File: config.mk
export PLATFORM = sky130hd
export DESIGN_NAME = program_image_header_validator
export DESIGN_NICKNAME = d
export VERILOG_FILES = /design/src/hdl/pihv_pkg.sv /design/src/hdl/pihv_walk.sv /design/src/hdl/program_image_header_validator.sv
export SDC_FILE = /design/constraint.sdc
export NUM_CORES = 2
export LEC_CHECK = 0
export BUFFER_PORTS_ARGS = -buffer_cell sky130_fd_sc_hd__buf_2
export CELL_PAD_IN_SITES_DETAIL_PLACEMENT = 1
export CELL_PAD_IN_SITES_GLOBAL_PLACEMENT = 2
export CORE_MARGIN = 2
export CORE_UTILIZATION = 39
export CTS_CLUSTER_SIZE = 12
export DETAILED_ROUTE_END_ITERATION = 8
export GPL_ROUTABILITY_DRIVEN = 0
export GPL_TIMING_DRIVEN = 0
export PLACE_DENSITY_LB_ADDON = 0.1
export SYNTH_ARGS = -nofsm -noshare
export SYNTH_HDL_FRONTEND = slang
export SYNTH_SLANG_ARGS = --single-unit
File: constraint.sdc
create_clock -name i_clk -period 9.4 [get_ports i_clk]
set_clock_uncertainty 0.05 [all_clocks]
set_input_delay 2.82 -clock i_clk [delete_from_list [all_inputs] [get_ports i_clk]]
set_output_delay 2.82 -clock i_clk [all_outputs]
set_load 0.03 [all_outputs]
File: src/hdl/pihv_pkg.sv
// Shared definitions for the program image header validator.
// Holds status codes, register indexes, size constants and the segment table types.
// No dependencies.
package pihv_pkg;

    localparam int unsigned DEF_MAX_SEGMENTS   = 16;
    localparam int unsigned DEF_MAX_FILE_BYTES = 65536;

    localparam logic [31:0] HEADER_BYTES     = 32'd28;
    localparam logic [31:0] DESCRIPTOR_BYTES = 32'd32;

    typedef logic [2:0] t_status;

    localparam t_status ST_OK          = 3'd0;
    localparam t_status ST_BAD_MAGIC   = 3'd1;
    localparam t_status ST_BAD_VERSION = 3'd2;
    localparam t_status ST_BAD_ARCH    = 3'd3;
    localparam t_status ST_BAD_HEADER  = 3'd4;
    localparam t_status ST_UNSUPPORTED = 3'd5;
    localparam t_status ST_TOO_LARGE   = 3'd6;

    localparam int unsigned CFG_IDX_W = 8;

    localparam logic [CFG_IDX_W-1:0] CFG_MAGIC_WORD     = 8'd0;
    localparam logic [CFG_IDX_W-1:0] CFG_FORMAT_VERSION = 8'd1;
    localparam logic [CFG_IDX_W-1:0] CFG_EXPECTED_ARCH  = 8'd2;
    localparam logic [CFG_IDX_W-1:0] CFG_LOAD_TYPE      = 8'd3;

    // One stored segment: its memory range in a form that needs no adder during the walk.
    typedef struct packed {
        logic [31:0] seg_lo;
        logic [31:0] seg_hi;
        logic        wrap;
        logic        nonzero;
        t_status     err;
    } t_seg_entry;

    typedef struct packed {
        logic    done;
        t_status status;
    } t_walk_rsp;

endpackage

File: src/hdl/pihv_walk.sv
// Segment table and the sequencer that walks it after the last descriptor.
// One compare unit checks one stored pair per step. Depends on pihv_pkg.
module pihv_walk import pihv_pkg::*; #(
    parameter int unsigned MAX_SEGMENTS = DEF_MAX_SEGMENTS
) (
    input  logic                                    i_clk,
    input  logic                                    i_rst_n,
    input  logic                                    i_wr_en,
    input  logic [((MAX_SEGMENTS > 1) ? $clog2(MAX_SEGMENTS) : 1)-1:0] i_wr_addr,
    input  t_seg_entry                              i_wr_entry,
    input  logic                                    i_start,
    input  logic [$clog2(MAX_SEGMENTS + 1)-1:0]     i_count,
    input  logic                                    i_ack,
    output t_walk_rsp                               o_rsp
);

    localparam int unsigned AW = (MAX_SEGMENTS > 1) ? $clog2(MAX_SEGMENTS) : 1;
    localparam int unsigned CW = $clog2(MAX_SEGMENTS + 1);

    localparam logic [2:0] W_IDLE  = 3'd0;
    localparam logic [2:0] W_RD_I  = 3'd1;
    localparam logic [2:0] W_CHK_I = 3'd2;
    localparam logic [2:0] W_RD_J  = 3'd3;
    localparam logic [2:0] W_CMP   = 3'd4;
    localparam logic [2:0] W_DONE  = 3'd5;

    t_seg_entry r_mem [MAX_SEGMENTS];
    t_seg_entry r_rd;
    t_seg_entry r_a, n_a;

    logic [2:0]    r_state, n_state;
    logic [AW-1:0] r_i, n_i;
    logic [AW-1:0] r_j, n_j;
    logic [CW-1:0] r_n, n_n;
    t_status       r_status, n_status;

    logic [AW-1:0] rd_addr;
    logic [CW-1:0] i_plus;
    logic [CW-1:0] j_plus;
    logic          clash;

    assign rd_addr = (r_state == W_RD_I) ? r_i : r_j;
    assign i_plus  = CW'(r_i) + CW'(1);
    assign j_plus  = CW'(r_j) + CW'(1);

    // A wrapped range clashes with every nonempty range; otherwise the usual interval test.
    assign clash = r_a.nonzero && r_rd.nonzero &&
                   (r_a.wrap || r_rd.wrap ||
                    ((r_a.seg_lo < r_rd.seg_hi) && (r_rd.seg_lo < r_a.seg_hi)));

    always_ff @(posedge i_clk) begin
        if (i_wr_en) begin
            r_mem[i_wr_addr] <= i_wr_entry;
        end
        r_rd <= r_mem[rd_addr];
    end

    always_comb begin
        n_state  = r_state;
        n_i      = r_i;
        n_j      = r_j;
        n_n      = r_n;
        n_a      = r_a;
        n_status = r_status;
        unique case (r_state)
            W_IDLE: begin
                if (i_start) begin
                    n_n     = i_count;
                    n_i     = '0;
                    n_state = W_RD_I;
                end
            end
            W_RD_I: begin
                n_state = W_CHK_I;
            end
            W_CHK_I: begin
                n_a = r_rd;
                if (r_rd.err != ST_OK) begin
                    n_status = r_rd.err;
                    n_state  = W_DONE;
                end else if (i_plus >= r_n) begin
                    n_status = ST_OK;
                    n_state  = W_DONE;
                end else begin
                    n_j     = i_plus[AW-1:0];
                    n_state = W_RD_J;
                end
            end
            W_RD_J: begin
                n_state = W_CMP;
            end
            W_CMP: begin
                if (clash) begin
                    n_status = ST_BAD_HEADER;
                    n_state  = W_DONE;
                end else if (j_plus < r_n) begin
                    n_j     = j_plus[AW-1:0];
                    n_state = W_RD_J;
                end else begin
                    n_i     = i_plus[AW-1:0];
                    n_state = W_RD_I;
                end
            end
            W_DONE: begin
                if (i_ack) begin
                    n_state = W_IDLE;
                end
            end
            default: begin
                n_state = W_IDLE;
            end
        endcase
    end

    always_ff @(posedge i_clk) begin
        if (!i_rst_n) begin
            r_state <= W_IDLE;
        end else begin
            r_state <= n_state;
        end
        r_i      <= n_i;
        r_j      <= n_j;
        r_n      <= n_n;
        r_a      <= n_a;
        r_status <= n_status;
    end

    assign o_rsp.done   = (r_state == W_DONE);
    assign o_rsp.status = r_status;

endmodule

File: src/hdl/program_image_header_validator.sv
// Top level of the program image header validator.
// Holds the configuration registers, header and descriptor checks and the result register.
// Depends on pihv_pkg and pihv_walk.
//
// Items arrive on the input channel (i_in_valid, o_in_stall); a header item has i_mode
// low, a segment descriptor has it high. Results leave on the output channel
// (o_out_valid, i_out_stall) as a 3-bit status. Configuration registers are written
// through i_cfg_valid / o_cfg_ready with a register index and 32-bit data; the port is
// always ready and writes to unknown indexes are dropped.
// Every accepted item is checked in the S_CHECK state after its transfer. A failing header
// puts its status in the output register once the output slot is free. A passing header,
// or a descriptor that is not the last one, gives no result and the block then returns to
// idle, ready again. The last descriptor starts the table walk: each stored entry is read
// once, and each later pair takes a read step and a compare step through the single
// compare unit and its one memory read port.
// The input side is stalled while an item is in work. A waiting result does not stall
// the input; only a second result stalls the block until the first is taken.
// Reset clears the configuration registers to their defaults, drops any collection in
// progress and empties the output register; the segment table itself is not cleared.
module program_image_header_validator import pihv_pkg::*; #(
    parameter int unsigned MAX_SEGMENTS   = DEF_MAX_SEGMENTS,
    parameter int unsigned MAX_FILE_BYTES = DEF_MAX_FILE_BYTES
) (
    input  logic                 i_clk,
    input  logic                 i_rst_n,
    input  logic                 i_in_valid,
    output logic                 o_in_stall,
    input  logic                 i_mode,
    input  logic [31:0]          i_magic,
    input  logic [31:0]          i_arch,
    input  logic [31:0]          i_seg_total,
    input  logic [31:0]          i_id_word,
    input  logic [31:0]          i_offset,
    input  logic [31:0]          i_byte_count,
    input  logic [31:0]          i_must_be_zero,
    input  logic [31:0]          i_vaddr,
    input  logic [31:0]          i_memsz,
    output logic                 o_out_valid,
    input  logic                 i_out_stall,
    output logic [2:0]           o_status,
    input  logic                 i_cfg_valid,
    output logic                 o_cfg_ready,
    input  logic [CFG_IDX_W-1:0] i_cfg_index,
    input  logic [31:0]          i_cfg_data
);

    localparam int unsigned AW = (MAX_SEGMENTS > 1) ? $clog2(MAX_SEGMENTS) : 1;
    localparam int unsigned CW = $clog2(MAX_SEGMENTS + 1);
    localparam logic [31:0] MAX_BYTES_W = 32'(MAX_FILE_BYTES);
    localparam logic [31:0] MAX_SEGS_W  = 32'(MAX_SEGMENTS);

    localparam logic [1:0] S_IDLE  = 2'd0;
    localparam logic [1:0] S_CHECK = 2'd1;
    localparam logic [1:0] S_WALK  = 2'd2;

    logic [1:0] r_state, n_state;

    logic [31:0] r_cfg_magic, r_cfg_version, r_cfg_arch, r_cfg_load;

    logic        r_mode;
    logic [31:0] r_magic, r_arch, r_seg_total, r_id_word, r_offset;
    logic [31:0] r_byte_count, r_must_be_zero, r_vaddr, r_memsz;

    logic          r_collect, n_collect;
    logic [31:0]   r_file_len, n_file_len;
    logic [CW-1:0] r_expected, n_expected;
    logic [CW-1:0] r_received, n_received;

    logic    r_out_valid, n_out_valid;
    t_status r_status, n_status;

    logic       in_xfer;
    logic       slot_free;
    t_status    hdr_status;
    t_status    seg_status;
    logic [31:0] table_bytes;
    logic       table_fits;
    logic       data_fits;
    logic [32:0] seg_sum;
    logic [CW-1:0] recv_plus;

    t_seg_entry wr_entry;
    logic       wr_en;
    logic       walk_start;
    logic       walk_ack;
    t_walk_rsp  walk_rsp;

    assign in_xfer     = i_in_valid && !o_in_stall;
    assign slot_free   = !r_out_valid || !i_out_stall;
    assign o_in_stall  = (r_state != S_IDLE);
    assign o_cfg_ready = 1'b1;
    assign o_out_valid = r_out_valid;
    assign o_status    = r_status;

    always_ff @(posedge i_clk) begin
        if (!i_rst_n) begin
            r_cfg_magic   <= '0;
            r_cfg_version <= '0;
            r_cfg_arch    <= '0;
            r_cfg_load    <= 32'd1;
        end else if (i_cfg_valid) begin
            unique case (i_cfg_index)
                CFG_MAGIC_WORD:     r_cfg_magic   <= i_cfg_data;
                CFG_FORMAT_VERSION: r_cfg_version <= i_cfg_data;
                CFG_EXPECTED_ARCH:  r_cfg_arch    <= i_cfg_data;
                CFG_LOAD_TYPE:      r_cfg_load    <= i_cfg_data;
                default: begin
                end
            endcase
        end
    end

    always_ff @(posedge i_clk) begin
        if (in_xfer) begin
            r_mode         <= i_mode;
            r_magic        <= i_magic;
            r_arch         <= i_arch;
            r_seg_total    <= i_seg_total;
            r_id_word      <= i_id_word;
            r_offset       <= i_offset;
            r_byte_count   <= i_byte_count;
            r_must_be_zero <= i_must_be_zero;
            r_vaddr        <= i_vaddr;
            r_memsz        <= i_memsz;
        end
    end

    // Header checks in priority order; the table size only matters once the count is sane.
    assign table_bytes = 32'(r_seg_total * DESCRIPTOR_BYTES);
    assign table_fits  = (r_offset <= r_byte_count) &&
                         (table_bytes <= (r_byte_count - r_offset));

    always_comb begin
        if (r_byte_count > MAX_BYTES_W) begin
            hdr_status = ST_TOO_LARGE;
        end else if ((r_byte_count < HEADER_BYTES) || (r_magic != r_cfg_magic)) begin
            hdr_status = ST_BAD_MAGIC;
        end else if (r_id_word != r_cfg_version) begin
            hdr_status = ST_BAD_VERSION;
        end else if (r_arch != r_cfg_arch) begin
            hdr_status = ST_BAD_ARCH;
        end else if ((r_must_be_zero != '0) || (r_seg_total == '0) ||
                     (r_seg_total > MAX_SEGS_W)) begin
            hdr_status = ST_BAD_HEADER;
        end else if (!table_fits) begin
            hdr_status = ST_BAD_HEADER;
        end else begin
            hdr_status = ST_OK;
        end
    end

    assign data_fits = (r_offset <= r_file_len) &&
                       (r_byte_count <= (r_file_len - r_offset));

    always_comb begin
        if (r_id_word != r_cfg_load) begin
            seg_status = ST_UNSUPPORTED;
        end else if (r_memsz < r_byte_count) begin
            seg_status = ST_BAD_HEADER;
        end else if (!data_fits) begin
            seg_status = ST_BAD_HEADER;
        end else if (r_must_be_zero != '0) begin
            seg_status = ST_BAD_HEADER;
        end else begin
            seg_status = ST_OK;
        end
    end

    // The end address and its carry are kept so the walk compares without adding.
    assign seg_sum          = {1'b0, r_vaddr} + {1'b0, r_memsz};
    assign wr_entry.seg_lo  = r_vaddr;
    assign wr_entry.seg_hi  = seg_sum[31:0];
    assign wr_entry.wrap    = seg_sum[32];
    assign wr_entry.nonzero = (r_memsz != '0);
    assign wr_entry.err     = seg_status;

    assign recv_plus  = r_received + CW'(1);
    assign wr_en      = (r_state == S_CHECK) && r_mode && r_collect &&
                        (r_received < CW'(MAX_SEGMENTS));
    assign walk_start = wr_en && (recv_plus >= r_expected);
    assign walk_ack   = (r_state == S_WALK) && walk_rsp.done && slot_free;

    always_comb begin
        n_state     = r_state;
        n_collect   = r_collect;
        n_file_len  = r_file_len;
        n_expected  = r_expected;
        n_received  = r_received;
        n_out_valid = r_out_valid && i_out_stall;
        n_status    = r_status;
        unique case (r_state)
            S_IDLE: begin
                if (in_xfer) begin
                    n_state = S_CHECK;
                end
            end
            S_CHECK: begin
                if (!r_mode) begin
                    if (hdr_status != ST_OK) begin
                        if (slot_free) begin
                            n_out_valid = 1'b1;
                            n_status    = hdr_status;
                            n_collect   = 1'b0;
                            n_state     = S_IDLE;
                        end
                    end else begin
                        n_collect  = 1'b1;
                        n_file_len = r_byte_count;
                        n_expected = r_seg_total[CW-1:0];
                        n_received = '0;
                        n_state    = S_IDLE;
                    end
                end else if (walk_start) begin
                    n_received = recv_plus;
                    n_state    = S_WALK;
                end else begin
                    if (wr_en) begin
                        n_received = recv_plus;
                    end
                    n_state = S_IDLE;
                end
            end
            S_WALK: begin
                if (walk_ack) begin
                    n_out_valid = 1'b1;
                    n_status    = walk_rsp.status;
                    n_collect   = 1'b0;
                    n_state     = S_IDLE;
                end
            end
            default: begin
                n_state = S_IDLE;
            end
        endcase
    end

    always_ff @(posedge i_clk) begin
        if (!i_rst_n) begin
            r_state     <= S_IDLE;
            r_collect   <= 1'b0;
            r_file_len  <= '0;
            r_expected  <= '0;
            r_received  <= '0;
            r_out_valid <= 1'b0;
        end else begin
            r_state     <= n_state;
            r_collect   <= n_collect;
            r_file_len  <= n_file_len;
            r_expected  <= n_expected;
            r_received  <= n_received;
            r_out_valid <= n_out_valid;
        end
        r_status <= n_status;
    end

    pihv_walk #(
        .MAX_SEGMENTS (MAX_SEGMENTS)
    ) u_walk (
        .i_clk      (i_clk),
        .i_rst_n    (i_rst_n),
        .i_wr_en    (wr_en),
        .i_wr_addr  (r_received[AW-1:0]),
        .i_wr_entry (wr_entry),
        .i_start    (walk_start),
        .i_count    (r_expected),
        .i_ack      (walk_ack),
        .o_rsp      (walk_rsp)
    );

endmodule

* Yosys cells after proc, flatten, opt, wreduce, memory -nomap -nowiden
Memory sizes are Yosys's and may differ from the RTL's. A register that Yosys moved wholly into a read port is not among the register bits. Cells that the tools add are included.
Operators by class: divide/modulo/power cells 0, multiplexer cells 59, magnitude comparators 14, reduce and logical (&&, ||, !) cells 48, add/subtract/negate cells 6, bitwise operators 2, shift operators 0, equality and inequality tests 32, multipliers 0
Operator list (count):
- $le A32 B32 Y1 | 4
- $ne A32 B32 Y1 | 4
- $lt A32 B32 Y1 | 3
- $mux W3 | 22
- $reduce_bool A32 Y1 | 2
- $sub A32 B32 Y32 | 2
- $add A32 B32 Y33 | 1
- $gt A32 B17 Y1 const B | 1
- $gt A32 B5 Y1 const B | 1
- $logic_not A32 Y1 | 1
- $lt A32 B5 Y1 const B | 1
- $mux W4 | 8
- $mux W5 | 4
- $pmux W3 S6 | 1
- $eq A8 B2 Y1 const B | 2
- $ne A2 B2 Y1 const B | 8
- $pmux W4 S2 | 2
- $mux W2 | 7
- $logic_and A1 B1 Y1 | 13
- $ne A2 B1 Y1 const B | 6
- $pmux W3 S2 | 2
- $reduce_and A2 Y1 | 6
- $reduce_and A3 Y1 | 4
- $add A4 B1 Y5 const B | 2
- other kinds (26) | 54
Storage, ports and cells: memory bits (read-only) 0, latch bits 0, register bits 551, logic and storage cells 192, bits in writable memories 1104, output and inout bits 6, input bits 334, memories 1
Memories:
- u_walk.r_mem | words 16, width 69, rd ports 1, clocked after memory_dff 1, wr ports 1, RTL line pihv_walk.sv:27 | t_seg_entry r_mem [MAX_SEGMENTS];

* Logic depth before layout (Yosys ltp)
word-level depth 13, depth in mapped cells 26, mapped depth without buffers 25

* Modules after synthesis
A second synthesis with hierarchy kept.
Unflattened totals: cells, all modules 5640, area total of the unflattened synthesis 73339.1 um^2
Modules (own cells, without submodules):
- pihv_walk | cells an instance 3412, sequential area each 37055.5 um^2, times used 1, area an instance 49419.9 um^2
- program_image_header_validator | cells an instance 2228, sequential area each 12251.8 um^2, times used 1, area an instance 23919.2 um^2

* Worst setup path before layout
OpenSTA, ideal clock, no wires.
kind in2reg, start point in i_in_valid, end point reg r_arch[0], enable pin, path slack -0.634 ns, data required time 8.664 ns, arrival time 9.299 ns, buffers on the path 0, stages on the path 1, cells stage by stage and2_1
Between the ends: cells in the longest elaborated chain, start to end 1
Ends and longest elaborated chain:
- from (decl) | RTL line program_image_header_validator.sv:26 | input logic i_in_valid,
- $logic_and A1 B1 Y1 | RTL line program_image_header_validator.sv:88 | assign in_xfer = i_in_valid && !o_in_stall;
- to (signal assigned) | RTL line program_image_header_validator.sv:117 | r_arch <= i_arch;
- to (decl) | RTL line program_image_header_validator.sv:61 | logic [31:0] r_magic, r_arch, r_seg_total, r_id_word, r_offset;
Every way passes these cells. A chain may end at the register's enable or synchronous reset.

* Worst setup path after layout
start point reg r_byte_count[1], end point reg r_file_len[26]
Between the ends: cells in the longest elaborated chain, start to end 12, elaborated cells between the ends (all ways) 16, classes of those cells add/sub: 1; order compare: 4; mux: 6; bitwise: 1; reduce/logical: 4
Ends and longest elaborated chain:
- from (decl) | RTL line program_image_header_validator.sv:62 | logic [31:0] r_byte_count, r_must_be_zero, r_vaddr, r_memsz;
- from (signal assigned) | RTL line program_image_header_validator.sv:121 | r_byte_count <= i_byte_count;
- $sub A32 B32 Y32 | RTL line program_image_header_validator.sv:131 | (table_bytes <= (r_byte_count - r_offset));
- $le A32 B32 Y1 | RTL line program_image_header_validator.sv:131
- $logic_and A1 B1 Y1 | RTL line program_image_header_validator.sv:130 | assign table_fits = (r_offset <= r_byte_count) &&
- $mux W3 | RTL line program_image_header_validator.sv:145 | end else if (!table_fits) begin
- $mux W3 | RTL line program_image_header_validator.sv:142 | end else if ((r_must_be_zero != '0) || (r_seg_total == '0) ||
- $mux W3 | RTL line program_image_header_validator.sv:140 | end else if (r_arch != r_cfg_arch) begin
- $mux W3 | RTL line program_image_header_validator.sv:138 | end else if (r_id_word != r_cfg_version) begin
- $mux W3 | RTL line program_image_header_validator.sv:136 | end else if ((r_byte_count < HEADER_BYTES) || (r_magic != r_cfg_magic)) begin
- $mux W3 * | RTL line program_image_header_validator.sv:134 | if (r_byte_count > MAX_BYTES_W) begin
- $reduce_bool A3 Y1 * | RTL line program_image_header_validator.sv:199 | if (hdr_status != ST_OK) begin
- $not A1 Y1 (no source line) *
- $reduce_and A3 Y1 (no source line) *
- to (signal assigned) | RTL line program_image_header_validator.sv:248 | r_file_len <= n_file_len;
- to (decl) | RTL line program_image_header_validator.sv:65 | logic [31:0] r_file_len, n_file_len;
Mark *: on every way between the ends. The rest lies on a longest branch, timed or not.

==> run summary <==
CP Data Required Time - 10,070 ps
WP data arrival - 7540 ps
DRT antenna net count - 0
Max clock buf depth - 3
CP startpoint - r_byte_count[1]$_DFFE_PP_
multiplexer share of the synthesized area - 0.417%
Synth area leaders - edfxtp_1 (60%), dfxtp_1 (6.8%), ha_1 (4.7%)
syn_area_per_cell - 13.0 µm²
Int Pwr - 12.9 mW
simple-gate share of the synthesized area - 10.4%
Hold-fix buffers, CTS - 0
R2R Path End - r_file_len[26]$_SDFFE_PN0P_
full die area - 0.189 mm²
post-route setup TNS - 0 ps
final hold violation count - 0
min-delay worst type - reg -> reg
Mapped Nets - 6,179
Syn-to-layout area delta - 17.2%
Final setup viols - 0
Clock Tree Root - clkbuf_16
register area share after synthesis - 67.2%
Clk pwr share - 41.9%
number of fill cells in the layout - 19.1k
outcome - finished, violations left
worst slew margin relative to its limit - -2.45%
fmax - 146 MHz
combinational share of power - 6.7%
Top Registers - u_walk.r_mem (1088), u_walk.r_rd (68), u_walk.r_a (66)
post-layout min period - 6870 ps
part of the power in registers - 51.4%
Initial Utilization - 39.2%
initial antenna violation count - 34
Critical Path Start Type - register
Compound-Gate Fraction of Synth Area - 12.1%
Cell variety after synth - 70
first-pass GRT wire length - 351,000 µm
DRC violations left - 0
top-area cell type share of the netlist area - 60.5%
standard-cell rows - 158
DIE WIDTH - 435 µm
Worst Hold Depth - 0
Worst setup EP type - register
fin crit share - 73.0%
TritonCTS Buffers - 188
TritonCTS clock tree - done
Initial DRT Pass Iterations - 5
drt wl/cell - 27.7 µm
Tot Pwr - 16.9 mW
pre-CTS setup slack - 2390 ps
Worst Hold Path EP - u_walk.r_a[62]$_DFFE_PP_
gr usage total - 25.5%
nets@finish - 6,799
HP Start - u_walk.r_rd[62]$_DFF_P_
largest net degree at the start of global routing - 78
Setup Buffers After CTS - 0
cell taking the most area after synthesis - edfxtp_1
Lkg Pwr - 29.8 nW
failing checks - capacitance limit, slew limit
FF-to-FF path depth - 25
area share of fa/ha/maj cells after synthesis - 4.73%
CP Class - reg -> reg
RSZ-0062 raised after global routing - false
largest family of logic cells by synthesized area - compound AO/OA/AOI/OAI gates
Cells after Synth - 5,572
Synth Flop Type - edfxtp_1
IO Pins - 340
FF+latch count, synth - 1,706
cts repair resizes - 0
core area - 0.185 mm²
routed wire length - 245,000 µm
P_sw - 3.99 mW
Initial DRC Count - 3,657
PwrDens - 199 mW/mm²
xor/xnor share of the synthesized area - 2.60%
vias in the first global route - 50.2k
CTS clk-pin slew, worst paths - 60 ps
port buffer count - 338
R2R Path Start - r_byte_count[1]$_DFFE_PP_
layout cells sized above 1 - 12.5%
DR vias - 48.5k
chip height - 435 µm
Largest register FFs - 1,088
Synth warnings - 0
Post-synth EDFFs - 1,461
critical-path maximum fanout - 10
DP Wirelength - 180,000 µm
Remaining Overflow, GRT - 0
worst-case vdd ir drop - 169 µV
worst skew pair latency - 840 ps
final worst slack - 2530 ps
sw frac - 23.6%
r2r setup slk - 2530 ps
Reg with most FFs - u_walk.r_mem
mapped cell area - 0.0725 mm²
async set-reset flop share out of synthesis - 0%
Sink Count - 1,706
Worst Max-Slew Pin Slew - 1530 ps
Max Cap Violations - 1
routed vias/inst - 5.49
Slew Limit Fails - 17
# H-tree levels - 4
==> per-layer routing <==
layer,vias up,wire [µm],global-route usage (%)
met2,1357,117000,42.5
li1,22102,-,-
met1,24711,108000,34.4
met3,342,13000,3.52
met5,-,34,0
met4,6,7670,8.05
==> kinds of logic (layout without fill, tap and decap cells) <==
group           after synthesis  count (layout)
fa+ha+maj                   273             273
compound gates             1279            1279
mux                          30              30
simple gates               1605            1605
other cells                   1               7
buf+inv                     463            1245
flops                      1706            1706
xor+xnor                    215             215
==> power by group through the flow <==
stage | combinational (mW) | sequential [mW] | clock [mW]
3_5_place_dp | 1.13 | 8.84 | 0
4_1_cts | 1.14 | 8.68 | 7.21
2_1_floorplan | 0.587 | 8.75 | 0
3_3_place_gp | 1.01 | 8.87 | 0
6_report | 1.14 | 8.67 | 7.06
5_1_grt | 1.24 | 8.68 | 7.49
==> Yosys cell counts, types with 93 or more instances <==
library cell,number
a211oi_1,356
a21boi_1,123
a21oi_1,263
a311oi_1,138
a31oi_1,144
and2_1,298
clkbuf_1,249
dfxtp_1,245
edfxtp_1,1461
ha_1,271
inv_1,172
nand2_1,891
nor2_1,93
xnor2_1,158
==> layout make-up <==
class / instances / area, µm² / share of cell area, %
Clock buffer: 267 / 5220 / 6.14
Buffer: 291 / 1190 / 1.40
Clock inverter: 85 / 621 / 0.730
Tap cell: 2480 / 3100 / 3.65
Inverter: 172 / 648 / 0.763
Sequential cell: 1706 / 48800 / 57.4
Multi-Input combinational cell: 3403 / 22200 / 26.2
Timing Repair Buffer: 430 / 3180 / 3.74
Antenna cell: 6 / 15.0 / 0.0177
==> critical path, cell delays in order (launching register included) <==
cell	delay (ps)
edfxtp_1	480
ha_1	370
nor2b_1	220
o21a_1	210
o21ai_1	130
a21o_1	220
a31oi_2	320
nor2b_1	290
o21ai_1	180
nand2b_1	140
a21oi_1	140
o41ai_1	420
xnor2_1	180
ha_1	280
a21o_1	190
a21o_1	160
a21oi_1	530
nand2_1	230
a211oi_1	480
a211o_1	320
nand4_2	220
nor2b_2	180
buf_6	190
nor2b_1	190
buf_2	230
and2_1	160
==> stage by stage <==
step	hold slack [ps]	util, %	instances	cell area [µm²]
2_1_floorplan	350	-	5572	72500
3_3_place_gp	369	41.8	8390	77300
3_5_place_dp	372	42.8	8481	79100
4_1_cts	385	45.9	8833	84900
5_1_grt	390	45.9	8835	85000
6_report	383	45.9	8840	85000
==> worst max path at each step <==
stage,end,cells after the start,slack [ps]
after floorplan,r_arch[0]$_DFFE_PP_,1,2530
after global placement,u_walk.r_mem[2][32]$_DFFE_PP_,7,-3100
after detailed placement,r_file_len[25]$_SDFFE_PN0P_,24,2390
after CTS,r_file_len[26]$_SDFFE_PN0P_,24,2350
after global routing,r_file_len[25]$_SDFFE_PN0P_,24,2100
final,r_file_len[26]$_SDFFE_PN0P_,25,2530
==> cell usage in the layout (no fill, tap or decap), drive strengths merged, types with 12 or more instances in the layout <==
cell type / netlist / routed
o21ai: 80 / 80
clkinv: 0 / 70
buf: 42 / 472
a21oi: 263 / 263
nor2: 94 / 94
nand2: 891 / 891
a311oi: 138 / 138
dfxtp: 245 / 245
a21o: 79 / 79
a21boi: 132 / 132
edfxtp: 1461 / 1461
and3: 14 / 14
clkbuf: 249 / 516
nor4: 50 / 50
a211oi: 356 / 356
ha: 271 / 271
xor2: 57 / 57
mux2i: 28 / 28
inv: 172 / 178
o21a: 20 / 20
nor2b: 54 / 54
nand4: 76 / 76
nand2b: 27 / 27
xnor2: 158 / 158
and2: 298 / 298
nand3: 37 / 37
nor3: 38 / 38
o21bai: 12 / 12
a31oi: 145 / 145
Note: power is estimated with default switching activity, not from simulation.
